$ cat config.mk
export PLATFORM = sky130hd
export DESIGN_NAME = arp_cache_responder
export DESIGN_NICKNAME = d
export VERILOG_FILES = /design/src/arpc_pkg.sv /design/src/arpc_front.sv /design/src/arpc_queue.sv /design/src/arpc_back.sv /design/src/arp_cache_responder.sv
export SDC_FILE = /design/constraint.sdc
export NUM_CORES = 1
export LEC_CHECK = 0
export ABC_CLOCK_PERIOD_IN_PS = 13700
export BUFFER_PORTS_ARGS = -buffer_cell sky130_fd_sc_hd__buf_2
export CAP_MARGIN = 20
export CORE_MARGIN = 10
export CORE_UTILIZATION = 50
export CTS_BUF_LIST = sky130_fd_sc_hd__clkbuf_4 sky130_fd_sc_hd__clkbuf_8
export DETAILED_ROUTE_END_ITERATION = 7
export HOLD_SLACK_MARGIN = 0.15
export PLACE_DENSITY = 0.68
export RECOVER_POWER = 25
export SYNTH_ARGS = -nofsm -noshare
export SYNTH_HDL_FRONTEND = slang
export SYNTH_SLANG_ARGS = --single-unit
$ cat constraint.sdc
create_clock -name clk -period 13.7 [get_ports clk]
set_clock_uncertainty 0.1 [all_clocks]
set_input_delay 2.74 -clock clk [delete_from_list [all_inputs] [get_ports clk]]
set_output_delay 2.74 -clock clk [all_outputs]
set_load 0.01 [all_outputs]
$ cat src/arpc_pkg.sv
package arpc_pkg;

  localparam int TABLE_ENTRIES_DEF = 8;
  localparam int QUEUE_DEPTH       = 2;

  localparam logic [10:0] ARP_MIN_LEN    = 11'd28;
  localparam logic [15:0] ARP_OP_REQUEST = 16'd1;

  localparam logic OP_PACKET  = 1'b0;
  localparam logic OP_RESOLVE = 1'b1;

  localparam logic [1:0] RK_REPLY = 2'd0;
  localparam logic [1:0] RK_HIT   = 2'd1;
  localparam logic [1:0] RK_MISS  = 2'd2;

  localparam logic [1:0] REG_OWN_IP      = 2'd0;
  localparam logic [1:0] REG_SUBNET_MASK = 2'd1;
  localparam logic [1:0] REG_GATEWAY_IP  = 2'd2;

  // one classified job for the table engine
  typedef struct packed {
    logic        learn;
    logic        reply;
    logic        lookup;
    logic [31:0] ip;
    logic [47:0] mac;
  } arpc_cmd_t;

  typedef enum logic [1:0] {
    BK_IDLE,
    BK_SEARCH,
    BK_EXEC,
    BK_RESP
  } back_state_t;

endpackage

$ cat src/arpc_front.sv
module arpc_front
  import arpc_pkg::*;
(
  input  logic        start,
  output logic        busy,
  input  logic        op,
  input  logic [10:0] arp_len,
  input  logic [15:0] arp_opcode,
  input  logic [31:0] src_ip,
  input  logic [47:0] src_mac,
  input  logic [31:0] dst_ip,
  input  logic [31:0] query_ip,
  input  logic [31:0] own_ip,
  input  logic [31:0] subnet_mask,
  input  logic [31:0] gateway_ip,
  input  logic        q_full,
  output logic        push,
  output arpc_cmd_t   cmd
);

  logic        accept;
  logic        pkt_ok;
  logic        off_subnet;
  logic [31:0] hop;

  assign busy   = q_full;
  assign accept = start && !q_full;

  assign pkt_ok     = (op == OP_PACKET) && (arp_len >= ARP_MIN_LEN);
  assign off_subnet = (subnet_mask != 32'd0) &&
                      ((query_ip & subnet_mask) != (own_ip & subnet_mask));
  assign hop        = off_subnet ? gateway_ip : query_ip;

  always_comb begin
    cmd.learn  = pkt_ok && (src_ip != 32'd0);
    cmd.reply  = pkt_ok && (arp_opcode == ARP_OP_REQUEST) &&
                 (dst_ip == own_ip) && (own_ip != 32'd0);
    cmd.lookup = (op == OP_RESOLVE);
    cmd.ip     = (op == OP_RESOLVE) ? hop : src_ip;
    cmd.mac    = src_mac;
  end

  // packets that neither teach nor answer are dropped here
  assign push = accept && (cmd.learn || cmd.reply || cmd.lookup);

endmodule

$ cat src/arpc_queue.sv
module arpc_queue
  import arpc_pkg::*;
(
  input  logic      clk,
  input  logic      rst,
  input  logic      push,
  input  arpc_cmd_t push_cmd,
  output logic      full,
  input  logic      pop,
  output arpc_cmd_t pop_cmd,
  output logic      empty
);

  localparam int PTR_W = (QUEUE_DEPTH > 1) ? $clog2(QUEUE_DEPTH) : 1;
  localparam int CNT_W = $clog2(QUEUE_DEPTH + 1);

  arpc_cmd_t          slots [QUEUE_DEPTH];
  logic [PTR_W-1:0]   wr_ptr;
  logic [PTR_W-1:0]   rd_ptr;
  logic [CNT_W-1:0]   count;

  assign full    = (count == CNT_W'(QUEUE_DEPTH));
  assign empty   = (count == '0);
  assign pop_cmd = slots[rd_ptr];

  always_ff @(posedge clk) begin
    if (push && !full) begin
      slots[wr_ptr] <= push_cmd;
    end
  end

  always_ff @(posedge clk) begin
    if (rst) begin
      wr_ptr <= '0;
      rd_ptr <= '0;
      count  <= '0;
    end else begin
      if (push && !full) begin
        wr_ptr <= (wr_ptr == PTR_W'(QUEUE_DEPTH - 1)) ? '0 : wr_ptr + 1'b1;
      end
      if (pop && !empty) begin
        rd_ptr <= (rd_ptr == PTR_W'(QUEUE_DEPTH - 1)) ? '0 : rd_ptr + 1'b1;
      end
      unique case ({push && !full, pop && !empty})
        2'b10:   count <= count + 1'b1;
        2'b01:   count <= count - 1'b1;
        default: count <= count;
      endcase
    end
  end

endmodule

$ cat src/arpc_back.sv
module arpc_back
  import arpc_pkg::*;
#(
  parameter int TABLE_ENTRIES = TABLE_ENTRIES_DEF
) (
  input  logic        clk,
  input  logic        rst,
  input  logic        empty,
  output logic        pop,
  input  arpc_cmd_t   cmd,
  output logic        done,
  output logic [1:0]  result_kind,
  output logic [47:0] peer_mac,
  output logic [31:0] peer_ip
);

  localparam int IDX_W = $clog2(TABLE_ENTRIES);

  back_state_t state, state_next;

  arpc_cmd_t              cmd_q;
  logic [31:0]            entry_ip  [TABLE_ENTRIES];
  logic [47:0]            entry_mac [TABLE_ENTRIES];
  logic [TABLE_ENTRIES-1:0] entry_valid;
  logic [IDX_W-1:0]       fifo_pointer;
  logic                   hit_found;
  logic [IDX_W-1:0]       hit_idx;
  logic [47:0]            rd_mac;

  logic [TABLE_ENTRIES-1:0] match;
  logic [IDX_W-1:0]       pick;
  logic                   learn_go;
  logic [IDX_W-1:0]       wr_addr;
  logic                   out_go;
  logic [1:0]             kind_next;
  logic [47:0]            mac_next;

  // parallel compare, lowest index wins
  always_comb begin
    pick = '0;
    for (int i = TABLE_ENTRIES - 1; i >= 0; i--) begin
      match[i] = entry_valid[i] && (entry_ip[i] == cmd_q.ip);
      if (match[i]) begin
        pick = IDX_W'(i);
      end
    end
  end

  always_ff @(posedge clk) begin
    if (rst) begin
      state <= BK_IDLE;
    end else begin
      state <= state_next;
    end
  end

  always_comb begin
    state_next = state;
    pop        = 1'b0;
    out_go     = 1'b0;
    kind_next  = RK_REPLY;
    mac_next   = cmd_q.mac;
    unique case (state)
      BK_IDLE: begin
        if (!empty) begin
          pop        = 1'b1;
          state_next = BK_SEARCH;
        end
      end
      BK_SEARCH: begin
        state_next = BK_EXEC;
      end
      BK_EXEC: begin
        out_go     = cmd_q.reply;
        state_next = cmd_q.lookup ? BK_RESP : BK_IDLE;
      end
      BK_RESP: begin
        out_go     = 1'b1;
        kind_next  = hit_found ? RK_HIT : RK_MISS;
        mac_next   = hit_found ? rd_mac : 48'd0;
        state_next = BK_IDLE;
      end
    endcase
  end

  assign learn_go = (state == BK_EXEC) && cmd_q.learn;
  assign wr_addr  = hit_found ? hit_idx : fifo_pointer;

  always_ff @(posedge clk) begin
    if (pop) begin
      cmd_q <= cmd;
    end
    if (state == BK_SEARCH) begin
      hit_found <= |match;
      hit_idx   <= pick;
    end
  end

  // MAC store: one write port, one registered read port
  always_ff @(posedge clk) begin
    if (learn_go) begin
      entry_mac[wr_addr] <= cmd_q.mac;
    end
    if (state == BK_EXEC) begin
      rd_mac <= entry_mac[hit_idx];
    end
  end

  always_ff @(posedge clk) begin
    if (learn_go && !hit_found) begin
      entry_ip[fifo_pointer] <= cmd_q.ip;
    end
  end

  always_ff @(posedge clk) begin
    if (rst) begin
      entry_valid  <= '0;
      fifo_pointer <= '0;
    end else if (learn_go && !hit_found) begin
      entry_valid[fifo_pointer] <= 1'b1;
      fifo_pointer <= (fifo_pointer == IDX_W'(TABLE_ENTRIES - 1)) ?
                      '0 : fifo_pointer + 1'b1;
    end
  end

  always_ff @(posedge clk) begin
    if (rst) begin
      done <= 1'b0;
    end else begin
      done <= out_go;
    end
  end

  always_ff @(posedge clk) begin
    if (out_go) begin
      result_kind <= kind_next;
      peer_mac    <= mac_next;
      peer_ip     <= cmd_q.ip;
    end
  end

endmodule

$ cat src/arp_cache_responder.sv
// ARP cache and request responder.
// Input: an item is transferred when start is high and busy is low. op 0
//   is a received ARP packet (learn sender, maybe answer a request for our
//   address), op 1 resolves an IPv4 address to a MAC via the cache.
// Output: each result is shown for exactly one cycle with done high; the
//   receiver cannot stall, so nothing ever backs up from the result side.
// Config: APB-style, own_ip at 0x0, subnet_mask at 0x4, gateway_ip at 0x8;
//   pready tied high, writes land on the access cycle.
// Sequence: the table engine takes each learn/reply job through pop,
//   compare over all entries and write, and each lookup through pop,
//   compare, MAC read and result; a reply or result leaves through the
//   registered done/result outputs.
//   A 2-deep job queue decouples intake from the engine, so short bursts
//   are taken at one per cycle and busy rises only when the queue is full.
// Reset (rst, synchronous): clears the valid marks, the replacement
//   pointer, the job queue and the config registers; no clearing pass.
module arp_cache_responder
  import arpc_pkg::*;
#(
  parameter int TABLE_ENTRIES = TABLE_ENTRIES_DEF
) (
  input  logic        clk,
  input  logic        rst,
  // command channel
  input  logic        start,
  output logic        busy,
  input  logic        op,
  input  logic [10:0] arp_len,
  input  logic [15:0] arp_opcode,
  input  logic [31:0] src_ip,
  input  logic [47:0] src_mac,
  input  logic [31:0] dst_ip,
  input  logic [31:0] query_ip,
  // result channel
  output logic        done,
  output logic [1:0]  result_kind,
  output logic [47:0] peer_mac,
  output logic [31:0] peer_ip,
  // config port
  input  logic        psel,
  input  logic        penable,
  input  logic        pwrite,
  input  logic [3:0]  paddr,
  input  logic [31:0] pwdata,
  output logic [31:0] prdata,
  output logic        pready
);

  logic [31:0] own_ip;
  logic [31:0] subnet_mask;
  logic [31:0] gateway_ip;
  logic        cfg_wr;
  logic [1:0]  reg_idx;

  logic        q_full;
  logic        q_empty;
  logic        push;
  logic        pop;
  arpc_cmd_t   push_cmd;
  arpc_cmd_t   pop_cmd;

  // ---- config registers ----
  assign pready  = 1'b1;
  assign reg_idx = paddr[3:2];
  assign cfg_wr  = psel && penable && pwrite && pready;

  always_ff @(posedge clk) begin
    if (rst) begin
      own_ip      <= '0;
      subnet_mask <= '0;
      gateway_ip  <= '0;
    end else if (cfg_wr) begin
      unique case (reg_idx)
        REG_OWN_IP:      own_ip      <= pwdata;
        REG_SUBNET_MASK: subnet_mask <= pwdata;
        REG_GATEWAY_IP:  gateway_ip  <= pwdata;
        default: ;
      endcase
    end
  end

  always_comb begin
    unique case (reg_idx)
      REG_OWN_IP:      prdata = own_ip;
      REG_SUBNET_MASK: prdata = subnet_mask;
      REG_GATEWAY_IP:  prdata = gateway_ip;
      default:         prdata = '0;
    endcase
  end

  // ---- front: intake and classification (config sampled at transfer) ----
  arpc_front u_front (
    .start       (start),
    .busy        (busy),
    .op          (op),
    .arp_len     (arp_len),
    .arp_opcode  (arp_opcode),
    .src_ip      (src_ip),
    .src_mac     (src_mac),
    .dst_ip      (dst_ip),
    .query_ip    (query_ip),
    .own_ip      (own_ip),
    .subnet_mask (subnet_mask),
    .gateway_ip  (gateway_ip),
    .q_full      (q_full),
    .push        (push),
    .cmd         (push_cmd)
  );

  // ---- job queue between intake and table engine ----
  arpc_queue u_queue (
    .clk      (clk),
    .rst      (rst),
    .push     (push),
    .push_cmd (push_cmd),
    .full     (q_full),
    .pop      (pop),
    .pop_cmd  (pop_cmd),
    .empty    (q_empty)
  );

  // ---- back: cache table, learning, lookups, result register ----
  arpc_back #(
    .TABLE_ENTRIES (TABLE_ENTRIES)
  ) u_back (
    .clk         (clk),
    .rst         (rst),
    .empty       (q_empty),
    .pop         (pop),
    .cmd         (pop_cmd),
    .done        (done),
    .result_kind (result_kind),
    .peer_mac    (peer_mac),
    .peer_ip     (peer_ip)
  );

endmodule

==> flow_summary.yaml <==
worst_setup_path:
  crit_type: "primary input to output port"
  cp-start-kind: "primary input"
  reg2reg_slack_ps: 8960
  reg2regPathDepth: 8
  end_kind: "output port"
  required_ps: 10860
  crit_fanout: 37
  arrival_ps: 4800
  r2r_start: "own_ip[15]"
  regToRegEndpoint: "u_queue.slots[0][23]"
synthesis:
  synth_warnings: 0
  syn-instance-count: 2721
  yosys.cell_count.top_type: "edfxtp_1"
  yosys_most_used_dff: "edfxtp_1"
  synth.avg_cell_area_um2: 16.4
  synthTopCellsByArea: "edfxtp_1 (69%), dfxtp_1 (5.1%), mux4_2 (4.8%), xnor2_1 (3.5%), mux2_2 (3.3%)"
  synth_edf_count: 1023
  yosysTopAreaCell: "edfxtp_1"
  ys_seq_area_share_pct: 73.8
  synthesis.area_mm2: 0.0447
  synth_commonest_cells: "edfxtp_1 (1,023), nand2_1 (330), xnor2_1 (181)"
  synth_top_area_share_pct: 68.7
  synthArstFlopShare_pct: 0
  synth_seq_cells: 1137
  syn-num-nets: 2938
  synth.distinct_cells: 42
sta:
  slew_headroom_pct: -1.52
  fmax_ghz: 0.131
  fin_tns_setup_ps: 0
  finalHoldViolCount: 0
  worst_slew_pin_slew_ps: 1520
  period_share_pct: 55.8
  finalSetupViolCount: 0
  fin_ws_ps: 6060
  rsz0062_at_grt: "no"
  maxSlewViolCount: 36
  finalCriticalPeriod_ps: 7640
grt:
  grt_max_degree: 98
  grt_usage_pct: 21.7
  grt_pass1_vias: 26000
  grt-ovfl-total: 0
  grt_pass1_wl_mm: 166
  antenna_found_initial: 17
route:
  drtIter0Drc: 2020
  drc: 0
  route.detailed.wl_per_inst_um: 24.8
  wl_mm: 111
  vias: 24800
  ant_nets: 0
  vias_per_cell: 5.53
  firstDrtPassIters: 5
placed_design:
  hpwl_mm: 66.8
  gp_congestion: 0.911
  place_ws_ps: 6050
  io_buffers: 325
run_status:
  violations: "max-capacitance violations, max-slew violations"
  outcome: "complete, but fails checks"
clocking:
  postCtsSetupRepairBufs: 0
  hold_buffers: 0
  cts_buffer_depth: 3
  clock-sinks: 1137
  cts_tree: "done"
  cts_made_buffers: 181
  cts-root-buf: "clkbuf_8"
  cts_resized: 0
  clk_pin_slew_ps: 60
  clk_latency_ps: 830
  cts_max_level: 4
finish:
  regArea_mm2: 0.0330
  multi_input_area_mm2: 0.0112
  fill_cells: 6687
  area_growth_pct: 15.0
  fin_util_pct: 58.1
  drive_above_1_share_pct: 27.6
  num-nets-final: 3379
hold_path:
  hold_class: "flop to flop"
  holdPathEnd: "u_back.entry_valid[4]"
  holdCritStartpoint: "u_back.entry_valid[4]"
  hold_depth: 2
floorplan:
  die_area_mm2: 0.102
  die_w_um: 319
  initial_core_util_pct: 50.5
  placementRows: 109
  design.core.area_mm2: 0.0885
  die_h_um: 319
  top_level_ports: 331
pwr:
  p_total_mw: 9.03
  power_leakage_nw: 17.5
  peakVddDrop_mv: 0.111
  powerDensity_mw_per_mm2: 176
job:
  cap_violations: 2
flip-flops by register name (all words and copies together) (netlist names), 3 cells and up:
name                 flops
u_back.entry_mac       384
u_back.entry_ip        256
u_queue.slots          166
u_back.cmd_q            83
u_back.peer_mac         48
u_back.rd_mac           48
gateway_ip              32
own_ip                  32
subnet_mask             32
u_back.peer_ip          32
u_back.entry_valid       8
u_back.fifo_pointer      3
u_back.hit_idx           3
cell type report:
cell class                 count  area share [%]
clock inverter                88            1.21
antenna                       10          0.0487
tap                         1165            2.84
multi-input combinational   1439            21.7
timing repair buffer         400            4.09
clock buffer                 240            5.85
inverter                       3          0.0219
sequential                  1137            64.2
layer usage:
layer  share of wire [%]  track usage, %
met3                 5.4            4.01
met1                  42            27.9
met5               0.050               0
met4                 3.6            9.13
met2                  49            36.1
where the power goes:
group	leakage, nW	switching, mW	internal, mW
clock network	1.92	1.30	1.58
logic	5.40	0.984	0.540
registers	10.2	0.212	4.41
total	17.5	2.50	6.53
worst max path at each step:
stage	start	slack, ps	endpoint
after floorplan	u_queue.count[0]	5880	u_queue.count[1]
after global placement	paddr[3]	6060	prdata[25]
after detailed placement	paddr[3]	6050	prdata[7]
after CTS	paddr[3]	6030	prdata[7]
after global routing	paddr[3]	5940	prdata[29]
final	paddr[3]	6060	prdata[7]
kinds of logic (layout without fill, tap and decap cells):
| kind of cell | count (synthesis) | after routing | share of synthesized area, % |
|---|---|---|---|
| and+or+nand+nor | 574 | 574 | 5.72 |
| DFF | 1137 | 1137 | 73.8 |
| muxes | 294 | 294 | 9.64 |
| AOI/OAI and AO/OA | 243 | 243 | 2.86 |
| adders and majority gates | 3 | 3 | 0.0840 |
| xor gates and xnor gates | 324 | 324 | 6.35 |
| buffers and inverters | 145 | 731 | 1.49 |
| other | 1 | 11 | 0.00839 |
metrics by stage:
| stage | hold WS (ps) | std cells | area [um^2] |
|---|---|---|---|
| after floorplan | 332 | 2721 | 44700 |
| after global placement | 341 | 4142 | 47800 |
| after detailed placement | 355 | 4142 | 47800 |
| after CTS | 371 | 4470 | 51500 |
| after global routing | 389 | 4481 | 51400 |
| final | 365 | 4482 | 51400 |
cell usage in the layout, fill, tap and decap left out, types with 16 or more instances in the layout:
cell type / count
clkinv_2: 27
mux2_2: 132
dfxtp_1: 113
edfxtp_1: 1023
clkbuf_4: 47
xnor2_1: 181
buf_4: 46
nand4_1: 53
a21oi_1: 134
clkinv_1: 43
xor2_1: 143
nor2_1: 65
buf_2: 324
o21ai_0: 83
clkbuf_1: 28
nor4_1: 54
nand2_1: 329
a22oi_1: 16
mux2i_1: 66
mux4_2: 96
clkbuf_8: 193
critical path, stage by stage:
cell and delay, ps:
buf_2 70, buf_4 400, nor2b_4 940, nand2_1 110
o21ai_0 250, buf_2 240
Note: power is estimated with default switching activity, not from simulation.
